[src/hdl/mbfe_pkg.sv]
// ============================================================================
// mbfe_pkg
// Shared codes and reset values of the Modbus RTU frame engine.
// ============================================================================
package mbfe_pkg;

    // Defaults and reset values
    localparam int DEF_BUFFER_BYTES = 32;
    localparam logic [7:0]  FIRST_BYTE_TIMEOUT_RST = 8'd100;
    localparam logic [7:0]  CHAR_GAP_TIMEOUT_RST   = 8'd30;
    localparam logic [15:0] CRC_INIT = 16'hFFFF;
    localparam logic [15:0] CRC_POLY = 16'hA001;
    localparam int MIN_FRAME_BYTES = 4;
    localparam int CRC_BYTES       = 2;

    // Configuration register indexes
    localparam logic REG_FIRST_BYTE_TIMEOUT = 1'b0;
    localparam logic REG_CHAR_GAP_TIMEOUT   = 1'b1;

    // Input opcodes
    localparam logic [2:0] OP_ARM     = 3'd0;
    localparam logic [2:0] OP_RX_BYTE = 3'd1;
    localparam logic [2:0] OP_TICK    = 3'd2;
    localparam logic [2:0] OP_TX_BYTE = 3'd3;
    localparam logic [2:0] OP_TX_END  = 3'd4;

    // Result kinds
    localparam logic [1:0] KIND_RX_BYTE = 2'd0;
    localparam logic [1:0] KIND_STATUS  = 2'd1;
    localparam logic [1:0] KIND_TX_BYTE = 2'd2;

    // Receive status codes
    localparam logic [2:0] ST_OK        = 3'd0;
    localparam logic [2:0] ST_OVERRUN   = 3'd1;
    localparam logic [2:0] ST_CRC_ERROR = 3'd2;
    localparam logic [2:0] ST_TIMEOUT   = 3'd3;
    localparam logic [2:0] ST_FRAME_ERR = 3'd4;

endpackage

[src/hdl/mbfe_crc16.sv]
// ============================================================================
// mbfe_crc16
// Folds one byte into a Modbus CRC-16 (reflected, polynomial 0xA001).
// ============================================================================
module mbfe_crc16 (
    input  logic [15:0] crc_in,
    input  logic [7:0]  data_in,
    output logic [15:0] crc_out
);
    import mbfe_pkg::*;

    always_comb
    begin
        logic [15:0] c;
        c = crc_in ^ {8'h00, data_in};
        for (int k = 0; k < 8; k++)
        begin
            if (c[0])
            begin
                c = (c >> 1) ^ CRC_POLY;
            end
            else
            begin
                c = c >> 1;
            end
        end
        crc_out = c;
    end

endmodule

[src/hdl/mbfe_frame_ram.sv]
// ============================================================================
// mbfe_frame_ram
// Frame byte store: one write port, one read port, registered read data.
// ============================================================================
module mbfe_frame_ram #(
    parameter int DEPTH = mbfe_pkg::DEF_BUFFER_BYTES,
    parameter int AW    = $clog2(DEPTH)
) (
    input  logic          clk,
    input  logic          we,
    input  logic [AW-1:0] waddr,
    input  logic [7:0]    wdata,
    input  logic          re,
    input  logic [AW-1:0] raddr,
    output logic [7:0]    rdata
);
    logic [7:0] mem [DEPTH];

    always_ff @(posedge clk)
    begin
        if (we)
        begin
            mem[waddr] <= wdata;
        end
    end

    // Hold the last read word until the next read
    always_ff @(posedge clk)
    begin
        if (re)
        begin
            rdata <= mem[raddr];
        end
    end

endmodule

[src/hdl/modbus_rtu_frame_engine.sv]
// ============================================================================
// modbus_rtu_frame_engine
// Modbus RTU receive deframer and transmit framer with CRC-16.
// ============================================================================
//
// Usage:
//   Input channel (in_valid/in_ready, opcode, data_byte) carries one command
//   word: arm receive, received byte, timer tick, transmit byte, transmit end.
//   Output channel (out_valid/out_ready, kind, out_byte, status,
//   payload_length, last) carries result words; last marks the final word of
//   a run. cfg_we/cfg_index/cfg_wdata write the two timeout registers.
//   Throughput: a word that causes no result leaves the engine idle. A good
//   frame end or a transmit end walks the frame RAM at one word per cycle
//   while the receiver is ready, then closes the walk and loads the trailer
//   words. in_ready stays low until the last word of a run is loaded into
//   the output register. A status-only result (overrun, timeout, frame or
//   CRC error) is loaded from S_FINAL once the output register is free.
//   Reset: receive disarmed, byte count zero, CRC 0xFFFF, timeouts 100/30.
//   The frame RAM is not cleared; only bytes written in the current frame
//   are ever read back.
//   Receiver stall: the output register holds its word while out_ready is
//   low and the walk pauses; nothing is dropped.
//
module modbus_rtu_frame_engine #(
    parameter int BUFFER_BYTES = mbfe_pkg::DEF_BUFFER_BYTES
) (
    input  logic       clk,
    input  logic       rst_n,
    // Configuration
    input  logic       cfg_we,
    input  logic       cfg_index,
    input  logic [7:0] cfg_wdata,
    // Command words
    input  logic       in_valid,
    output logic       in_ready,
    input  logic [2:0] opcode,
    input  logic [7:0] data_byte,
    // Result words
    output logic       out_valid,
    input  logic       out_ready,
    output logic [1:0] kind,
    output logic [7:0] out_byte,
    output logic [2:0] status,
    output logic [4:0] payload_length,
    output logic       last
);
    import mbfe_pkg::*;

    localparam int AW = $clog2(BUFFER_BYTES);
    localparam int CW = $clog2(BUFFER_BYTES + 1);
    localparam int LW = (CW > 5) ? CW : 5;

    typedef enum logic [1:0] {
        S_IDLE,
        S_WALK,
        S_CRC_LO,
        S_FINAL
    } state_t;

    // Control and frame state
    state_t        state_reg,  state_next;
    logic [CW-1:0] count_reg,  count_next;
    logic [15:0]   crc_reg,    crc_next;
    logic [7:0]    timer_reg,  timer_next;
    logic          armed_reg,  armed_next;
    logic [7:0]    fbt_reg,    fbt_next;
    logic [7:0]    cgt_reg,    cgt_next;

    // Walk over the frame RAM
    logic [CW-1:0] walk_idx_reg, walk_idx_next;
    logic [CW-1:0] walk_len_reg, walk_len_next;
    logic          walk_tx_reg,  walk_tx_next;
    logic          rd_pend_reg,  rd_pend_next;

    // Trailer words
    logic [7:0]    crc_lo_reg,     crc_lo_next;
    logic [1:0]    fin_kind_reg,   fin_kind_next;
    logic [7:0]    fin_byte_reg,   fin_byte_next;
    logic [2:0]    fin_status_reg, fin_status_next;
    logic [4:0]    fin_len_reg,    fin_len_next;

    // Output register
    logic          out_valid_reg,  out_valid_next;
    logic [1:0]    kind_reg,       kind_next;
    logic [7:0]    out_byte_reg,   out_byte_next;
    logic [2:0]    status_reg,     status_next;
    logic [4:0]    plen_reg,       plen_next;
    logic          last_reg,       last_next;

    // RAM and CRC unit
    logic          ram_we;
    logic [AW-1:0] ram_waddr;
    logic          ram_re;
    logic [AW-1:0] ram_raddr;
    logic [7:0]    ram_rdata;
    logic [15:0]   crc_fold;

    logic          accept;
    logic          out_free;
    logic [7:0]    timer_dec;
    logic [LW-1:0] plen_wide;
    logic [CW:0]   tx_total;
    logic          issue;
    logic          load_walk;

    mbfe_crc16 u_crc (
        .crc_in  (crc_reg),
        .data_in (data_byte),
        .crc_out (crc_fold)
    );

    mbfe_frame_ram #(
        .DEPTH (BUFFER_BYTES),
        .AW    (AW)
    ) u_ram (
        .clk   (clk),
        .we    (ram_we),
        .waddr (ram_waddr),
        .wdata (data_byte),
        .re    (ram_re),
        .raddr (ram_raddr),
        .rdata (ram_rdata)
    );

    assign in_ready       = (state_reg == S_IDLE);
    assign accept         = in_valid && in_ready;
    assign out_free       = !out_valid_reg || out_ready;
    assign timer_dec      = (timer_reg != 8'd0) ? (timer_reg - 8'd1) : 8'd0;
    assign plen_wide      = LW'(count_reg) - LW'(CRC_BYTES);
    assign tx_total       = (CW+1)'(count_reg) + (CW+1)'(CRC_BYTES);
    assign ram_waddr      = count_reg[AW-1:0];
    assign ram_raddr      = walk_idx_reg[AW-1:0];

    assign out_valid      = out_valid_reg;
    assign kind           = kind_reg;
    assign out_byte       = out_byte_reg;
    assign status         = status_reg;
    assign payload_length = plen_reg;
    assign last           = last_reg;

    always_comb
    begin
        state_next      = state_reg;
        count_next      = count_reg;
        crc_next        = crc_reg;
        timer_next      = timer_reg;
        armed_next      = armed_reg;
        fbt_next        = fbt_reg;
        cgt_next        = cgt_reg;
        walk_idx_next   = walk_idx_reg;
        walk_len_next   = walk_len_reg;
        walk_tx_next    = walk_tx_reg;
        rd_pend_next    = rd_pend_reg;
        crc_lo_next     = crc_lo_reg;
        fin_kind_next   = fin_kind_reg;
        fin_byte_next   = fin_byte_reg;
        fin_status_next = fin_status_reg;
        fin_len_next    = fin_len_reg;
        out_valid_next  = out_valid_reg;
        kind_next       = kind_reg;
        out_byte_next   = out_byte_reg;
        status_next     = status_reg;
        plen_next       = plen_reg;
        last_next       = last_reg;
        ram_we          = 1'b0;
        ram_re          = 1'b0;
        issue           = 1'b0;
        load_walk       = 1'b0;

        // Drop the output word once taken
        if (out_valid_reg && out_ready)
        begin
            out_valid_next = 1'b0;
        end

        if (cfg_we)
        begin
            unique case (cfg_index)
                REG_FIRST_BYTE_TIMEOUT: fbt_next = cfg_wdata;
                REG_CHAR_GAP_TIMEOUT:   cgt_next = cfg_wdata;
                default:                fbt_next = fbt_reg;
            endcase
        end

        unique case (state_reg)
            S_IDLE:
            begin
                if (accept)
                begin
                    unique case (opcode)
                        OP_ARM:
                        begin
                            count_next = '0;
                            crc_next   = CRC_INIT;
                            timer_next = fbt_reg;
                            armed_next = 1'b1;
                        end
                        OP_RX_BYTE:
                        begin
                            if (armed_reg)
                            begin
                                ram_we = 1'b1;
                                if (count_reg == CW'(BUFFER_BYTES - 1))
                                begin
                                    // Store full: overrun ends the receive
                                    armed_next      = 1'b0;
                                    timer_next      = 8'd0;
                                    count_next      = '0;
                                    crc_next        = CRC_INIT;
                                    fin_kind_next   = KIND_STATUS;
                                    fin_byte_next   = 8'd0;
                                    fin_status_next = ST_OVERRUN;
                                    fin_len_next    = 5'd0;
                                    state_next      = S_FINAL;
                                end
                                else
                                begin
                                    timer_next = cgt_reg;
                                    count_next = count_reg + CW'(1);
                                    crc_next   = crc_fold;
                                end
                            end
                        end
                        OP_TICK:
                        begin
                            if (armed_reg)
                            begin
                                timer_next = timer_dec;
                                if (timer_dec == 8'd0)
                                begin
                                    armed_next      = 1'b0;
                                    count_next      = '0;
                                    crc_next        = CRC_INIT;
                                    fin_kind_next   = KIND_STATUS;
                                    fin_byte_next   = 8'd0;
                                    fin_len_next    = 5'd0;
                                    state_next      = S_FINAL;
                                    if (count_reg == '0)
                                    begin
                                        fin_status_next = ST_TIMEOUT;
                                    end
                                    else if (count_reg < CW'(MIN_FRAME_BYTES))
                                    begin
                                        fin_status_next = ST_FRAME_ERR;
                                    end
                                    else if (crc_reg != 16'd0)
                                    begin
                                        fin_status_next = ST_CRC_ERROR;
                                    end
                                    else
                                    begin
                                        // Good frame: stream payload, then status
                                        fin_status_next = ST_OK;
                                        fin_len_next    = plen_wide[4:0];
                                        walk_len_next   = count_reg - CW'(CRC_BYTES);
                                        walk_idx_next   = '0;
                                        walk_tx_next    = 1'b0;
                                        state_next      = S_WALK;
                                    end
                                end
                            end
                        end
                        OP_TX_BYTE:
                        begin
                            if (!armed_reg && (count_reg < CW'(BUFFER_BYTES)))
                            begin
                                ram_we     = 1'b1;
                                count_next = count_reg + CW'(1);
                                crc_next   = crc_fold;
                            end
                        end
                        OP_TX_END:
                        begin
                            if (!armed_reg)
                            begin
                                count_next = '0;
                                crc_next   = CRC_INIT;
                                if (tx_total < (CW+1)'(BUFFER_BYTES))
                                begin
                                    crc_lo_next     = crc_reg[7:0];
                                    fin_kind_next   = KIND_TX_BYTE;
                                    fin_byte_next   = crc_reg[15:8];
                                    fin_status_next = ST_OK;
                                    fin_len_next    = 5'd0;
                                    walk_len_next   = count_reg;
                                    walk_idx_next   = '0;
                                    walk_tx_next    = 1'b1;
                                    state_next      = S_WALK;
                                end
                            end
                        end
                        default:
                        begin
                            state_next = S_IDLE;
                        end
                    endcase
                end
            end
            S_WALK:
            begin
                load_walk = rd_pend_reg && out_free;
                issue     = (walk_idx_reg < walk_len_reg) && (!rd_pend_reg || load_walk);
                if (load_walk)
                begin
                    out_valid_next = 1'b1;
                    kind_next      = walk_tx_reg ? KIND_TX_BYTE : KIND_RX_BYTE;
                    out_byte_next  = ram_rdata;
                    status_next    = ST_OK;
                    plen_next      = 5'd0;
                    last_next      = 1'b0;
                end
                if (issue)
                begin
                    ram_re        = 1'b1;
                    walk_idx_next = walk_idx_reg + CW'(1);
                end
                rd_pend_next = issue || (rd_pend_reg && !load_walk);
                if ((walk_idx_reg == walk_len_reg) && !rd_pend_reg)
                begin
                    state_next = walk_tx_reg ? S_CRC_LO : S_FINAL;
                end
            end
            S_CRC_LO:
            begin
                if (out_free)
                begin
                    out_valid_next = 1'b1;
                    kind_next      = KIND_TX_BYTE;
                    out_byte_next  = crc_lo_reg;
                    status_next    = ST_OK;
                    plen_next      = 5'd0;
                    last_next      = 1'b0;
                    state_next     = S_FINAL;
                end
            end
            S_FINAL:
            begin
                if (out_free)
                begin
                    out_valid_next = 1'b1;
                    kind_next      = fin_kind_reg;
                    out_byte_next  = fin_byte_reg;
                    status_next    = fin_status_reg;
                    plen_next      = fin_len_reg;
                    last_next      = 1'b1;
                    state_next     = S_IDLE;
                end
            end
            default:
            begin
                state_next = S_IDLE;
            end
        endcase
    end

    always_ff @(posedge clk or negedge rst_n)
    begin
        if (!rst_n)
        begin
            state_reg      <= S_IDLE;
            count_reg      <= '0;
            crc_reg        <= CRC_INIT;
            timer_reg      <= 8'd0;
            armed_reg      <= 1'b0;
            fbt_reg        <= FIRST_BYTE_TIMEOUT_RST;
            cgt_reg        <= CHAR_GAP_TIMEOUT_RST;
            walk_idx_reg   <= '0;
            walk_len_reg   <= '0;
            walk_tx_reg    <= 1'b0;
            rd_pend_reg    <= 1'b0;
            crc_lo_reg     <= 8'd0;
            fin_kind_reg   <= KIND_STATUS;
            fin_byte_reg   <= 8'd0;
            fin_status_reg <= ST_OK;
            fin_len_reg    <= 5'd0;
            out_valid_reg  <= 1'b0;
            kind_reg       <= KIND_RX_BYTE;
            out_byte_reg   <= 8'd0;
            status_reg     <= ST_OK;
            plen_reg       <= 5'd0;
            last_reg       <= 1'b0;
        end
        else
        begin
            state_reg      <= state_next;
            count_reg      <= count_next;
            crc_reg        <= crc_next;
            timer_reg      <= timer_next;
            armed_reg      <= armed_next;
            fbt_reg        <= fbt_next;
            cgt_reg        <= cgt_next;
            walk_idx_reg   <= walk_idx_next;
            walk_len_reg   <= walk_len_next;
            walk_tx_reg    <= walk_tx_next;
            rd_pend_reg    <= rd_pend_next;
            crc_lo_reg     <= crc_lo_next;
            fin_kind_reg   <= fin_kind_next;
            fin_byte_reg   <= fin_byte_next;
            fin_status_reg <= fin_status_next;
            fin_len_reg    <= fin_len_next;
            out_valid_reg  <= out_valid_next;
            kind_reg       <= kind_next;
            out_byte_reg   <= out_byte_next;
            status_reg     <= status_next;
            plen_reg       <= plen_next;
            last_reg       <= last_next;
        end
    end

    // RAM writes and walk reads never share a cycle
    a_no_write_in_walk: assert property (@(posedge clk) disable iff (!rst_n)
        ram_we |-> (state_reg == S_IDLE))
        else $error("frame RAM written outside idle");

    a_pend_in_walk: assert property (@(posedge clk) disable iff (!rst_n)
        rd_pend_reg |-> (state_reg == S_WALK))
        else $error("read pending outside walk");

    a_walk_bound: assert property (@(posedge clk) disable iff (!rst_n)
        (state_reg == S_WALK) |-> (walk_idx_reg <= walk_len_reg))
        else $error("walk index past frame length");

    a_armed_room: assert property (@(posedge clk) disable iff (!rst_n)
        armed_reg |-> (count_reg < CW'(BUFFER_BYTES)))
        else $error("armed receive with full store");

endmodule

[config.mk]
export PLATFORM = sky130hd
export DESIGN_NAME = modbus_rtu_frame_engine
export DESIGN_NICKNAME = d
export VERILOG_FILES = /design/src/hdl/mbfe_pkg.sv /design/src/hdl/mbfe_crc16.sv /design/src/hdl/mbfe_frame_ram.sv /design/src/hdl/modbus_rtu_frame_engine.sv
export SDC_FILE = /design/constraint.sdc
export NUM_CORES = 1
export LEC_CHECK = 0
export CORE_UTILIZATION = 30
export DETAILED_ROUTE_END_ITERATION = 7
export DONT_BUFFER_PORTS = 1
export GPL_ROUTABILITY_DRIVEN = 0
export GPL_TIMING_DRIVEN = 0
export SLEW_MARGIN = 0
export SYNTH_ARGS = -nofsm -noshare
export SYNTH_HDL_FRONTEND = slang
export SYNTH_SLANG_ARGS = --single-unit
[constraint.sdc]
create_clock -name clk -period 3.3 [get_ports clk]
set_input_delay 0.165 -clock clk [delete_from_list [all_inputs] [get_ports clk]]
set_output_delay 0.165 -clock clk [all_outputs]
set_load 0.005 [all_outputs]
==> out/qor.txt, run 1 <==
pre-CTS setup slack: -0.0693 ns
worst reg2reg path depth: 5
vias in the first global route: 8934
Syn. warnings: 0
Top FF cell, synth: edfxtp_1
Die Span Y: 232 um
number of flops mapped to enable cells by yosys: 264
min cycle time layout: 3.12 ns
CP Capture Type: flop
clock slew at reported path FFs: 0.06 ns
type of the tightest min-delay check: input port to flop
worst-case vdd ir drop: 0.000422 V
GRT Total Usage: 13.2%
total gr overflow: 0
compound-cell area share of the yosys netlist: 6.17%
Placed Cells: 1663
worst slew pin tran: 1.00 ns
max_cap viols: 0
synth top area cells: edfxtp_1 (50%), dfrtp_1 (13%), mux4_2 (11%)
Syn Std Cell Area: 0.0158 mm2
max_slew headroom: 32.7%
Initial Utilization: 30.6%
asr flop ratio synth: 29.2%
io pins: 46
maximum fanout along the worst path: 10
hpwl dp: 24.0 mm
share of post-route cells with drive strength above 1: 22.0%
slowest stage delay, CP: 0.74 ns
drt drc: 0
RSZ-0062 raised after global routing: no
chip width: 232 um
Post-Synth XOR/XNOR Area: 1.60%
area leader, netlist: edfxtp_1
Mean Syn Cell Area: 16.1 um2
first-pass detailed-route iteration total: 6
Hold Path Cell Cnt: 2
antenna violations before repair: 0
Antenna Cells: 0
Final period util: 94.5%
critical path's slowest cell: clkdlybuf4s15_1
nets: 1099
outcome: completed
Layout Skew: 0.0166 ns
Clk Latency, worst-skew pair: 0.54 ns
Vias/cell: 4.96
Critical Path RT: 3.58 ns
RR Startpoint: walk_idx_reg[0]
Vias: 8760
WL/cell: 19.7 um
Worst setup SP type: flop
cell mode on critical path: mux4_2
IO Port Bufs: 0
PwrDens: 740 mW/mm2
Mapped Nets: 1027
final wirelength: 34.7 mm
Netlist cell types: 68
max FFs per register: 256
Synth Area in Adders: 1.50%
Layout Cells excl Fill: 1766
sequential area share after synthesis: 67.4%
Reg2Reg Capture Point: u_ram.rdata[2]
Post-CTS Setup Bufs: 0
PnR Total Power: 13.6 mW
TritonCTS clock tree: built
Antenna Nets Post-Route: 0
Num CTS Buffers: 41
CTS Sinks: 373
CP Data Arrival Time: 3.40 ns
Hold Vio Cnt, Final: 0
iteration-0 DRC count of the detailed router: 933
top-area cell type share of the netlist area: 50.0%
Root Driver: clkbuf_16
largest family of logic cells by synthesized area: multiplexers
fmax: 321 MHz
first-pass GRT wire length: 54.8 mm
area grow syn2layout: 16.2%
kind of critical path: flop to flop
P_leak: 6.26 nW
Synth Register Bits: 373
post-synthesis mux area share: 15.2%
fill count: 4880
final slew viol count: 0
hold wc startpoint: out_ready
Simple-Gate Fraction of Synth Area: 6.09%
hold endpoint: out_valid
H-tree levels: 2
Setup violations, final: 0
hold slack: 0.0730 ns
FP Rows: 83
die area: 0.0537 mm2
setup_tns: 0 ns
worst-path cell chain: clkbuf_1 > clkdlybuf4s15_1 > mux4_2 > mux4_2 > mux2_2
final worst slack: 0.180 ns
register-to-register setup slack: 0.18 ns
core area: 0.0517 mm2
largest net degree at the start of global routing: 110
cell count after synthesis: 983
Max Root-Sink Buffers: 3
-- where the power goes --
part / switching [mW] / internal, mW
sequential: 0.421 / 5.57
clock: 1.84 / 2.57
combinational: 1.81 / 1.41
-- metrics by stage --
stage          util, %  area (um2)
2_1_floorplan        -       15800
5_1_grt           35.6       18400
3_5_place_dp      32.3       16700
4_1_cts           35.6       18400
3_3_place_gp      32.3       16700
6_report          35.6       18400
-- repair_timing --
item | 4_1_cts | 5_1_grt
hold endpoints to repair | 396 | 0
gates resized for setup | 2 | 8
setup endpoints to repair | 10 | 8
hold buffers | 29 | 0
-- worst max-delay path by stage --
stage | start | endpoint | slack, ns | depth (start not counted)
2_1_floorplan | walk_idx_reg[0] | u_ram.rdata[0] | 0.58 | 6
3_3_place_gp | walk_idx_reg[0] | u_ram.rdata[4] | -0.07 | 6
3_5_place_dp | walk_idx_reg[0] | u_ram.rdata[3] | -0.07 | 6
4_1_cts | walk_idx_reg[1] | u_ram.rdata[3] | 0.005 | 5
5_1_grt | walk_idx_reg[0] | u_ram.rdata[3] | 0.02 | 5
6_report | walk_idx_reg[0] | u_ram.rdata[2] | 0.18 | 5
-- cell families (layout without fill, tap and decap cells) --
| family | Yosys count | count (layout) |
|---|---|---|
| AO/OA/AOI/OAI | 143 | 143 |
| XOR/XNOR | 29 | 29 |
| adder cells (fa/ha/maj) | 19 | 19 |
| buffers and inverters | 75 | 178 |
| flip-flops | 373 | 373 |
| multiplexers | 134 | 134 |
| AND/OR/NAND/NOR | 210 | 210 |
-- metal layers --
layer | GRT usage (%) | part of all wire, % | wire length [um] | up-vias
met5 | 0 | 0 | 0 | -
met4 | 2.63 | 1.5 | 534 | 0
met1 | 18.7 | 46 | 15900 | 4485
met3 | 2.87 | 6.3 | 2170 | 45
li1 | - | - | - | 3973
met2 | 20.9 | 47 | 16200 | 257
-- final cells by class --
class	instances	area [um2]	share of cell area, %
Multi-Input combinational cell	535	4850	26.3
Clock buffer	53	1120	6.10
Inverter	25	93.8	0.510
Timing Repair Buffer	29	388	2.11
Buffer	50	244	1.33
Clock inverter	21	176	0.958
Sequential cell	373	10700	58.0
Tap cell	680	851	4.62
-- cell usage after synthesis, types with 5 or more instances --
library cell / n
nand2b_1: 5
o22a_1: 7
nor2b_1: 6
edfxtp_1: 264
buf_2: 6
mux4_2: 80
nor2_1: 68
a22o_1: 20
or3_1: 7
nor4_1: 8
inv_1: 25
xnor2_1: 24
mux2_2: 36
dfrtp_1: 85
nand2_1: 74
mux2_1: 8
dfstp_2: 24
nor3_1: 13
nand3_1: 12
clkbuf_1: 40
a21oi_1: 24
o21ai_0: 47
ha_1: 19
mux2i_1: 9
xor2_1: 5
-- worst max-delay path: cells and delay by family (launching register included) --
kind	cells	cell delay (ns)
muxes	3	1.50
DFF	1	0.36
buffers and inverters	2	0.99
-- cells in the final DEF, fill, tap and decap left out, drive strengths merged, types with 9 or more instances in the layout --
master and n:
a21oi 25, a22o 20, buf 18, clkbuf 93
clkinv 14, dfrtp 85, dfstp 24, dlygate4sd3 20
edfxtp 264, ha 19, inv 28, mux2 45
mux2i 9, mux4 80, nand2 75, nand3 13
nor2 68, nor3 13, o21ai 48, xnor2 24
Note: power is estimated with default switching activity, not from simulation.
==> inputs of run 2 (changes only) <==
ABC_CLOCK_PERIOD_IN_PS = 3300   (was unset)
CORE_UTILIZATION = 45   (was 30)
==> run 2 against run 1 <==
- cell area decreased by 1.9%
- sequential power barely moved
- worst setup slack better by 0.023 ns
- critical path depth is the same
- count of clock-buffer cells in the layout shrank 2
- highest routed layer unchanged
- clock power down 4.8%
- fmax up 0.74%
- via count decreased by 1.4%
==> out/qor.txt, run 2 (synthesis gave the netlist of run 1 again) <==
Layout Cells excl Fill: 1542
area taken by multi-input logic gates: 0.00484 mm2
CP Capture Type: flop
proportion of power drawn by the clock network: 31.4%
hpwl dp: 22.9 mm
max FFs per register: 256
most common cell after layout, fill and taps aside: edfxtp_1
P_leak: 6.23 nW
Antenna Nets Post-Route: 0
pre-CTS setup slack: -0.0647 ns
Max Root-Sink Buffers: 3
iteration-0 DRC count of the detailed router: 675
worst slew pin tran: 0.973 ns
cell mode on critical path: mux4_2
first-pass detailed-route iteration total: 4
switching power: 3.95 mW
Final period util: 93.9%
share of post-route cells with drive strength above 1: 21.6%
Worst setup SP type: flop
critical path's slowest cell: clkdlybuf4s15_1
RSZ-0062 raised after global routing: no
final slew viol count: 0
kind of critical path: flop to flop
drt drc: 0
core area: 0.0346 mm2
hold slack: 0.133 ns
crit-path leading delay family: multiplexers
worst-case vdd ir drop: 0.000564 V
antenna violations before repair: 1
first-pass GRT wire length: 53.0 mm
Vias: 8639
nets: 1100
Critical Path RT: 3.57 ns
outcome: completed
max_cap viols: 0
Pint: 9.41 mW
fmax: 323 MHz
Root Driver: clkbuf_16
total gr overflow: 0
chip width: 190 um
CTS Sinks: 373
final worst slack: 0.203 ns
sequential share of power: 44.8%
type of the tightest min-delay check: input port to flop
die area: 0.0360 mm2
worst-path cell chain: clkbuf_1 > clkdlybuf4s15_1 > mux4_2 > mux4_2 > mux2_2
PwrDens: 740 mW/mm2
Die Span Y: 190 um
CP Data Arrival Time: 3.37 ns
fill count: 2850
H-tree levels: 2
area grow syn2layout: 14.0%
Num CTS Buffers: 41
combinational power share: 23.8%
TritonCTS clock tree: built
Layout Skew: 0.0111 ns
vias in the first global route: 8773
clock slew at reported path FFs: 0.06 ns
maximum fanout along the worst path: 10
most frequent cells in the layout: edfxtp_1 (264), dfrtp_1 (85), mux4_2 (80), nand2_1 (74), nor2_1 (68)
Vias/cell: 5.60
sw frac: 29.6%
min cycle time layout: 3.10 ns
IO Port Bufs: 0
GRT Total Usage: 19.7%
Hold Vio Cnt, Final: 0
Setup violations, final: 0
WL/cell: 22.1 um
WP buf/inv: 2
FP Rows: 68
Initial Utilization: 45.8%
final wirelength: 34.1 mm
slowest stage delay, CP: 0.79 ns
largest net degree at the start of global routing: 110
Clk Latency, worst-skew pair: 0.53 ns
FF+latch area: 0.0107 mm2
io pins: 46
max_slew headroom: 34.6%
Placed Cells: 1438
PnR Total Power: 13.4 mW
==> run 2: changes by cell type in the layout (fill, tap and decap cells not counted), sizes merged <==
cell	before	now
clkinvlp	2	1
dlygate4sd3	20	21
bufinv	2	1
clkbuf	93	91
diode	0	1
inv	28	27
clkinv	14	18
==> run 2: per-stage QoR <==
stage          util [%]  instance area (um2)  setup TNS (ns)
2_1_floorplan         -                15800               0
3_3_place_gp       47.4                16400          -0.375
3_5_place_dp       47.4                16400          -0.228
4_1_cts            52.1                18000               0
5_1_grt            52.2                18100               0
6_report           52.2                18100               0
==> run 2: layout make-up <==
type,instances,area share [%]
Antenna cell,1,0.0139
Buffer,50,1.34
Clock buffer,51,6.05
Clock inverter,22,0.755
Inverter,25,0.520
Multi-Input combinational cell,535,26.8
Sequential cell,373,59.2
Tap cell,455,3.15
Timing Repair Buffer,30,2.20
==> run 2: worst paths after layout <==
| path | startpoint | slack, ns | to | cells after the start |
|---|---|---|---|---|
| worst min register to register | fin_kind_reg[0] | 0.46 | fin_kind_reg[0] | 2 |
| min in group asynchronous | rst_n | 0.29 | payload_length[3] | 2 |
| max in group asynchronous | rst_n | 2.61 | crc_reg[7] | 2 |
| worst max register to register | walk_idx_reg[0] | 0.20 | u_ram.rdata[1] | 5 |
| worst min-delay path | opcode[0] | 0.13 | armed_reg | 2 |
| worst max-delay path | walk_idx_reg[0] | 0.20 | u_ram.rdata[1] | 5 |
==> run 2: metal layers <==
metal	wire [um]	part of all wire [%]	track usage, %	vias up
met5	0	0	0	-
met4	530	1.6	4.71	0
met3	1900	5.6	3.78	41
met2	16100	47	31.0	254
met1	15500	46	28.3	4386
li1	-	-	-	3958
==> run 2: what timing repair did <==
action | CTS | global route
setup buffers | 0 | 0
endpoints found under the hold margin | 397 | 0
resized for setup | 2 | 3
setup endpoints to repair | 9 | 4
hold buffers | 30 | 0
==> run 2: power by group through the flow <==
stage / Sequential [mW] / Combinational [mW] / Clock, mW
final: 5.98 / 3.18 / 4.20
after global routing: 6.05 / 3.56 / 4.48
after CTS: 5.98 / 3.21 / 4.30
after detailed placement: 6.07 / 3.06 / 0
after global placement: 6.06 / 3.04 / 0
after floorplan: 5.92 / 2.38 / 0
==> inputs of run 3 (changes only) <==
CORE_UTILIZATION = 40   (was 45)
==> run 3 against run 2 <==
- first-iteration DRC count is 7.4% higher
- via count is 0.74% higher
- global-route usage is 1.7 points lower
- worst hold slack worse by 0.018 ns
- final cell count is 4.0% higher
- total power is 2.1% higher
- worst setup slack worse by 0.058 ns
- largest cell class unchanged
==> out/qor.txt, run 3 (synthesis gave the netlist of run 1 again) <==
outcome: completed
kind of critical path: flop to flop
Layout Skew: 0.0311 ns
Post-CTS Setup Bufs: 0
register-to-register setup slack: 0.14 ns
chip width: 201 um
IO Port Bufs: 0
share of post-route cells with drive strength above 1: 21.8%
WL/cell: 22.0 um
Initial Utilization: 40.8%
worst-case vdd ir drop: 0.000458 V
CTS Sinks: 373
P_leak: 6.25 nW
clock slew at reported path FFs: 0.06 ns
worst reg2reg path depth: 5
max_cap viols: 0
hold wc startpoint: out_ready
type of the tightest min-delay check: input port to flop
io pins: 46
fmax: 317 MHz
hpwl dp: 23.8 mm
nets: 1099
Setup violations, final: 0
FP Rows: 72
most common cell after layout, fill and taps aside: edfxtp_1
Hold Vio Cnt, Final: 0
max_slew headroom: 30.3%
Vias: 8703
Root Driver: clkbuf_16
Worst setup SP type: flop
vias in the first global route: 8978
Final period util: 95.6%
worst slew pin tran: 1.04 ns
most frequent cells in the layout: edfxtp_1 (264), dfrtp_1 (85), mux4_2 (80), nand2_1 (74), nor2_1 (68)
core area: 0.0388 mm2
CP Capture Type: flop
Hold Path Cell Cnt: 2
area grow syn2layout: 14.9%
drt drc: 0
Reg2Reg Capture Point: u_ram.rdata[3]
GRT Total Usage: 17.9%
final wirelength: 35.3 mm
Cell Area, Placed: 0.0165 mm2
max FFs per register: 256
first-pass detailed-route iteration total: 5
TritonCTS clock tree: built
RSZ-0062 raised after global routing: no
final slew viol count: 0
fin util: 46.9%
H-tree levels: 2
CP Data Arrival Time: 3.41 ns
Max Root-Sink Buffers: 3
Design Area, Final: 0.0182 mm2
Num CTS Buffers: 41
Vias/cell: 5.43
largest net degree at the start of global routing: 110
die area: 0.0404 mm2
Critical Path RT: 3.56 ns
total gr overflow: 0
Die Span Y: 201 um
Antenna Nets Post-Route: 0
min cycle time layout: 3.16 ns
Clk Latency, worst-skew pair: 0.54 ns
RR Startpoint: walk_idx_reg[0]
antenna violations before repair: 2
first-pass GRT wire length: 55.3 mm
iteration-0 DRC count of the detailed router: 725
hold endpoint: out_valid
maximum fanout along the worst path: 10
PwrDens: 749 mW/mm2
[run 3: cell count changes in the layout (fill, tap and decap cells not counted), moves of 2 or more]
cell       before  now
clkbuf_2        1    3
clkinv_2       11    6
bufinv_16       1    3
clkinv_1        7    9
[run 3: critical path, stage by stage, from the launching register on]
cell,delay (ns)
dfrtp_1,0.37
clkbuf_1,0.18
clkbuf_1,0.79
mux4_2,0.68
mux4_2,0.54
mux2_2,0.31
[run 3: layout make-up]
type / count / area (um2)
Antenna cell: 1 / 2.50
Buffer: 50 / 240
Clock buffer: 51 / 1090
Clock inverter: 22 / 188
Fill cell: 3353 / 20600
Inverter: 25 / 93.8
Multi-Input combinational cell: 535 / 4860
Sequential cell: 373 / 10700
Tap cell: 518 / 648
Timing Repair Buffer: 29 / 388
[run 3: worst max path at each step]
stage | from | endpoint | slack, ns | cells after the start
6_report | walk_idx_reg[0] | u_ram.rdata[3] | 0.14 | 5
3_5_place_dp | walk_idx_reg[0] | walk_idx_reg[5] | -0.09 | 12
4_1_cts | walk_idx_reg[1] | u_ram.rdata[2] | 0.03 | 5
5_1_grt | walk_idx_reg[0] | u_ram.rdata[3] | 0.02 | 5
3_3_place_gp | walk_idx_reg[0] | u_ram.rdata[2] | -0.09 | 6
2_1_floorplan | walk_idx_reg[0] | u_ram.rdata[0] | 0.58 | 6
[run 3: report_power, final]
group | switching [mW] | internal (mW)
logic | 1.84 | 1.41
clock network | 1.83 | 2.58
registers | 0.410 | 5.57
[run 3: per-layer routing]
metal	wire length (um)	part of all wire [%]	up-vias	global-route usage, %
met2	16800	47	273	28.8
li1	-	-	3965	-
met4	525	1.5	0	3.98
met5	0	0	-	0
met1	15900	45	4424	25.6
met3	2120	6.0	41	3.07
[run 3: per-stage QoR]
step                std cells  TNS (ns)  hold slack, ns  power, mW  setup slack, ns
finish                   1604         0           0.115       13.6            0.144
detailed placement       1501    -0.612          -0.128       9.20          -0.0890
floorplan                 983         0          -0.131       8.30            0.584
global placement         1501    -0.434          -0.127       9.16          -0.0896
global route             1603         0           0.133       14.3           0.0169
CTS                      1603         0          0.0946       13.7           0.0285
[run 3: what timing repair did]
item	4_1_cts	5_1_grt
hold endpoints to repair	393	0
endpoints found under the setup margin	13	9
gates resized for setup	3	7
hold buffers	29	0
gates cloned	0	0
pin swaps	0	0
